==> config.mk <==
export PLATFORM = sky130hd
export DESIGN_NAME = rbrv_front
export DESIGN_NICKNAME = d
export VERILOG_FILES = /design/src/rtl/rbrv_pkg.sv /design/src/rtl/rbrv_front.sv
export SDC_FILE = /design/constraint.sdc
export NUM_CORES = 1
export LEC_CHECK = 0
export BUFFER_PORTS_ARGS = -buffer_cell sky130_fd_sc_hd__clkbuf_2
export CAP_MARGIN = 40
export CORE_ASPECT_RATIO = 1.25
export CORE_UTILIZATION = 55
export DETAILED_ROUTE_END_ITERATION = 10
export PLACE_DENSITY = 0.79
export SYNTH_ARGS = -nofsm -noshare
export SYNTH_HDL_FRONTEND = slang
export SYNTH_SLANG_ARGS = --single-unit
==> constraint.sdc <==
create_clock -name clock -period 4.1 [get_ports clock]
set_input_delay 0.615 -clock clock [delete_from_list [all_inputs] [get_ports clock]]
set_output_delay 0.615 -clock clock [all_outputs]
set_load 0.01 [all_outputs]
==> src/rtl/rbrv_pkg.sv <==
`timescale 1ns / 1ps
// ----------------------------------------------------------------------------
// rbrv_pkg: shared constants and types for the range/bearing visibility core
// Angle table, widths and the stage record passed from front to back.
// ----------------------------------------------------------------------------
package rbrv_pkg;
   localparam int COORD_WIDTH     = 24;
   localparam int ANGLE_FRAC_BITS = 4;
   localparam int DIFF_W   = COORD_WIDTH + 1;
   localparam int CORDIC_STEPS = 24;
   localparam int PRESCALE = 24;
   localparam int CW       = DIFF_W + PRESCALE + 3;  // CORDIC x/y width
   localparam int ZW       = 24;                     // angle table width; accumulator is ZW+1
   localparam int ACC_FRAC = 16;
   localparam int SQ_W     = 2 * DIFF_W + 2;         // radicand width
   localparam int RT_W     = SQ_W / 2;               // root width
   localparam int RANGE_W  = 25;
   localparam int ANG_W    = 13;
   localparam int TAG_W    = 16;
   localparam int HEAD_W   = 13;
   localparam int MAXD_W   = 24;
   localparam int VIEW_W   = 9;
   localparam int CFG_IDX_W = 1;
   localparam int CFG_DAT_W = 24;
   localparam logic [CFG_IDX_W-1:0] REG_MAX_DISTANCE = 1'd0;
   localparam logic [CFG_IDX_W-1:0] REG_VIEW_ANGLE   = 1'd1;
   localparam logic signed [15:0] HALF    = 16'sd180 <<< ANGLE_FRAC_BITS;
   localparam logic signed [15:0] FULL    = 16'sd360 <<< ANGLE_FRAC_BITS;
   localparam logic signed [15:0] QUARTER = 16'sd90  <<< ANGLE_FRAC_BITS;
   localparam int QDEPTH = 4;
   localparam int QPTR_W = 2;

   function automatic logic [ZW-1:0] atan_entry(input int i);
      logic [ZW-1:0] t;
      begin
         unique case (i)
            0: t = 24'd2949120;  1: t = 24'd1740967;  2: t = 24'd919879;
            3: t = 24'd475137;   4: t = 24'd234379;   5: t = 24'd117304;
            6: t = 24'd58666;    7: t = 24'd29335;    8: t = 24'd14668;
            9: t = 24'd7334;     10: t = 24'd3667;    11: t = 24'd1833;
            12: t = 24'd917;     13: t = 24'd458;     14: t = 24'd229;
            15: t = 24'd115;     16: t = 24'd57;      17: t = 24'd29;
            18: t = 24'd14;      19: t = 24'd7;       20: t = 24'd4;
            21: t = 24'd2;       22: t = 24'd1;       default: t = 24'd0;
         endcase
         return t;
      end
   endfunction

   typedef struct packed {
      logic [DIFF_W-1:0] ax;
      logic [DIFF_W-1:0] ay;
      logic              dx_neg;
      logic              dy_neg;
      logic [HEAD_W-1:0] heading;
      logic [TAG_W-1:0]  tag;
   } item_type;
endpackage

==> src/rtl/rbrv_front.sv <==
`timescale 1ns / 1ps
// ----------------------------------------------------------------------------
// rbrv_front: input stage
// Takes a pose pair, forms folded differences and a reduced heading.
// ----------------------------------------------------------------------------
module rbrv_front (
   input  logic                clock,
   input  logic                reset,
   input  logic                req_valid,
   output logic                req_stall,
   input  logic signed [rbrv_pkg::COORD_WIDTH-1:0] req_det_x,
   input  logic signed [rbrv_pkg::COORD_WIDTH-1:0] req_det_y,
   input  logic [rbrv_pkg::HEAD_W-1:0] req_det_heading,
   input  logic signed [rbrv_pkg::COORD_WIDTH-1:0] req_mark_x,
   input  logic signed [rbrv_pkg::COORD_WIDTH-1:0] req_mark_y,
   input  logic [rbrv_pkg::TAG_W-1:0] req_pair_tag,
   output logic                q_valid,
   input  logic                q_take,
   output rbrv_pkg::item_type  q_item
);
   import rbrv_pkg::*;
   item_type mem_ff [QDEPTH];
   logic [QPTR_W:0] wp_ff, wp_in, rp_ff, rp_in;
   logic signed [DIFF_W-1:0] dx, dy;
   item_type it;
   logic push;

   assign req_stall = (wp_ff - rp_ff) == (QPTR_W+1)'(QDEPTH);
   assign push = req_valid && !req_stall;
   assign q_valid = wp_ff != rp_ff;
   assign q_item = mem_ff[rp_ff[QPTR_W-1:0]];

   always_comb begin
      dx = DIFF_W'(req_mark_x) - DIFF_W'(req_det_x);
      dy = DIFF_W'(req_mark_y) - DIFF_W'(req_det_y);
      it.ax = dx[DIFF_W-1] ? -dx : dx;
      it.ay = dy[DIFF_W-1] ? -dy : dy;
      it.dx_neg = dx[DIFF_W-1];
      it.dy_neg = dy[DIFF_W-1];
      it.heading = (req_det_heading >= HEAD_W'(FULL)) ? req_det_heading - HEAD_W'(FULL)
                                                        : req_det_heading;
      it.tag = req_pair_tag;
      wp_in = push ? wp_ff + 1'b1 : wp_ff;
      rp_in = (q_valid && q_take) ? rp_ff + 1'b1 : rp_ff;
   end

   always_ff @(posedge clock) begin
      if (push) mem_ff[wp_ff[QPTR_W-1:0]] <= it;
      if (reset) begin
         wp_ff <= '0;
         rp_ff <= '0;
      end else begin
         wp_ff <= wp_in;
         rp_ff <= rp_in;
      end
   end
endmodule

==> results.py <==
metrics = {
    "setup_path": {
        "path_delay_family": "simple AND/OR/NAND/NOR gates",
        "timing.reg2reg.worst_path_depth": 8,
        "cp_data_required_time_ns": 4.42,
        "reg2reg_setup_slack_ns": 1.14,
        "crit_path_end_kind": "register",
        "cp_max_fo": 6,
        "critical_path.max_stage_delay_ns": 0.65,
        "critical_path.slowest_cell": "or4_1",
        "rr_startpoint": "wp_ff[0]$_SDFFE_PP0P_",
        "worstReg2RegEnd": "mem_ff[0][33]$_DFFE_PP_",
        "cells_traversed_along_the_worst_timing_path": "clkbuf_2 > inv_1 > ha_1 > fa_1 > nand2b_1 > a21oi_1 > o211a_1 > o211ai_1 > a2111oi_4 > nand2_2 > or4_1 > or3_1 > nor4_2",
        "worstPathArrival_ns": 3.92,
        "critical_path_class": "input port to register",
        "timing.critical_path.buf_inv": 2,
        "setup.worst_path.start_class": "input port",
    },
    "floorplan": {
        "design.core.area_um2": 28660,
        "initial_utilization": 0.5629,
        "die-height_um": 193.5,
        "fp.dieW_um": 155.2,
        "die_area_um2": 30030,
        "num_io_pins": 212,
        "core_rows": 69,
    },
    "clock_tree": {
        "clk_path_buf_depth": 3,
        "cts_repair_resized_insts": 0,
        "tritoncts.num_buffers": 30,
        "clock_tree.htree_level_count": 1,
        "clk-insertion-delay-late_ns": 0.56,
        "cts.clk_slew.worst_paths_ns": 0.06,
        "clockRootBuffer": "clkbuf_16",
        "post_cts_hold_buffer_count": 0,
        "cts_tree": "yes",
        "cts.repair_timing.setup_buffer_count": 0,
        "clkSinkCount": 332,
    },
    "sta": {
        "maxSlewHeadroom": 0.4758,
        "final-hold-violation-count": 0,
        "totalNegativeSetupSlack_ns": 0,
        "fin_worst_skew_ns": 0.01007,
        "grt_setup_unrepaired": "no",
        "period_minus_slack_ns": 3.602,
        "final.setup.worst_slack_ns": 0.4981,
        "hold_slack_ns": 0.2754,
        "finalSetupViolCount": 0,
        "worst_pin_slew_ns": 0.7781,
        "drv_slew": 0,
        "timing.final.crit_share": 0.8785,
        "fmax_mhz": 277.6,
    },
    "synthesis": {
        "post-synth-top-area-fraction": 0.6031,
        "synth_top_cells_by_count": "324 x edfxtp_1, 81 x mux4_2, 75 x inv_1, 58 x ha_1, 56 x nor2_1",
        "yosys_warnings": 0,
        "predominant_post_synthesis_flop_cell": "edfxtp_1",
        "synth_enable_flop_cells": 324,
        "yosysUniqueCellTypes": 65,
        "postSynthAreaPerCell_um2": 14.76,
        "synth-async-reset-ratio": 0,
        "mappedNetlistNets": 1282,
        "number_of_synthesized_register_bits": 332,
        "yosysTopAreaCell": "edfxtp_1",
        "post_synthesis_instance_area_um2": 16130,
        "yosys-top-cells-area": "edfxtp_1 60%, mux4_2 11%, ha_1 4.5%, xnor2_1 2.6%, xor2_1 1.9%",
        "syn-instance-count": 1093,
        "seq_area_frac_synth": 0.6130,
        "synthMostInstantiatedCell": "edfxtp_1",
    },
    "routing": {
        "drt_pass1_iterations": 5,
        "vias": 10060,
        "detail-route-antenna-nets": 0,
        "viasPerCell": 5.724,
        "detail_route.iter0.violations": 445,
        "drt-wirelength-per-cell_um": 18.66,
        "drt-total-wl_um": 32780,
        "detailed_route_drc_error_count": 0,
    },
    "outcome": {
        "run_status": "finished clean",
    },
    "pwr": {
        "static_leakage_nw": 7.043,
        "irDropWorstVdd_mv": 0.3822,
        "power.internal_mw": 7.350,
        "sw_frac_of_total": 0.2910,
        "switchingPower_mw": 3.017,
        "p_seq_frac": 0.444,
        "p_per_area_nw_per_um2": 547.4,
        "share_clk_of_total_power": 0.268,
        "power_frac_comb": 0.289,
    },
    "placement": {
        "place_ws_ns": -0.05216,
        "placement.io_buffers": 211,
        "dp.final_hpwl_um": 23030,
        "place.gp.congestion": 0.9012,
        "placed_area_um2": 17950,
    },
    "hold_path": {
        "worstHoldPathCells": 1,
        "hp-class": "input port to register",
        "holdCritStartpoint": "req_pair_tag[4]",
        "worstHoldEndpoint": "mem_ff[1][4]$_DFFE_PP_",
    },
    "global_routing": {
        "grtUsageTotal": 0.2222,
        "grt_overflow": 0,
        "maximum_number_of_pins_on_one_net_before_global_route_repair": 50,
        "first_global_vias": 10180,
        "antenna_violations_before_repair": 0,
        "grt_first_pass_wirelength_um": 52120,
    },
    "finish": {
        "nNetsFinal": 1532,
        "area_growth_syn_to_layout_pct": 17.40,
        "post_route_cells_drive_above_1_share": 0.2897,
        "antennaDiodeCount": 0,
        "finalInstanceArea_um2": 18940,
    },
    "job": {
        "reported_max_cap_violation_count": 0,
    },
}
## per-layer routing
metal	vias to the layer above	global-route usage	part of all wire
met5	-	0	0
met4	0	0.06645	0.024
met3	55	0.03719	0.056
met2	275	0.4206	0.54
met1	4975	0.2538	0.38
li1	4752	-	-
## worst max-delay path by stage
stage          slack [ns]             startpoint                      end  depth (start not counted)
2_1_floorplan        0.29  wp_ff[0]$_SDFFE_PP0P_   mem_ff[3][0]$_DFFE_PP_                          7
3_3_place_gp         0.05          req_mark_y[0]  mem_ff[0][54]$_DFFE_PP_                         13
3_5_place_dp        -0.05          req_mark_y[0]  mem_ff[1][55]$_DFFE_PP_                         13
4_1_cts              0.51          req_mark_y[0]  mem_ff[3][55]$_DFFE_PP_                         13
5_1_grt              0.24          req_mark_y[0]  mem_ff[1][55]$_DFFE_PP_                         13
6_report             0.50          req_mark_y[0]  mem_ff[3][55]$_DFFE_PP_                         13
## flip-flops by register name, indices dropped and copies added, names as in the netlist, named ones only
register,count
wp_ff,3
mem_ff,324
rp_ff,3
## placed cells by master (no fill, tap or decap), drive strengths merged, types with 46 or more instances in the layout
| master | count |
|---|---|
| a21oi | 51 |
| mux4 | 81 |
| inv | 75 |
| ha | 58 |
| xnor2 | 48 |
| o21ai | 46 |
| nand2 | 48 |
| edfxtp | 324 |
| clkbuf | 245 |
| nor2 | 56 |
## power by group through the flow
stage / Combinational, mW / Clock, mW / Sequential (mW)
2_1_floorplan: 2.02 / 0 / 4.56
3_3_place_gp: 2.97 / 0 / 4.65
3_5_place_dp: 3.02 / 0 / 4.69
4_1_cts: 3.03 / 2.83 / 4.62
5_1_grt: 3.25 / 2.96 / 4.65
6_report: 2.99 / 2.77 / 4.60
## cell families (layout without fill, tap and decap cells)
family | Yosys count | after routing | synth area share
flip-flops | 332 | 332 | 0.6130
AND/OR/NAND/NOR | 218 | 218 | 0.06864
AO/OA/AOI/OAI | 205 | 205 | 0.08454
buffers and inverters | 111 | 385 | 0.02629
multiplexers | 84 | 84 | 0.1150
XOR/XNOR | 83 | 83 | 0.04506
adder cells (fa/ha/maj) | 60 | 60 | 0.04746
## per-stage QoR
| stage | util | total power [mW] | std cells |
|---|---|---|---|
| finish | 0.6608 | 10.37 | 1757 |
| global route | 0.6608 | 10.86 | 1757 |
| CTS | 0.6608 | 10.48 | 1757 |
| detailed placement | 0.6262 | 7.706 | 1701 |
| global placement | 0.6262 | 7.621 | 1701 |
| floorplan | - | 6.580 | 1093 |
## final cells by class
class                   count  area, um^2
inverters                  75       281.5
repair buffers            254        1454
well taps                 390       488.0
clock buffers              34       765.7
clock inverters            22       224.0
fillers                  2072        9723
flip-flops and latches    332        9897
multi-input cells         650        5829
Power figures use the tool's default switching activity.
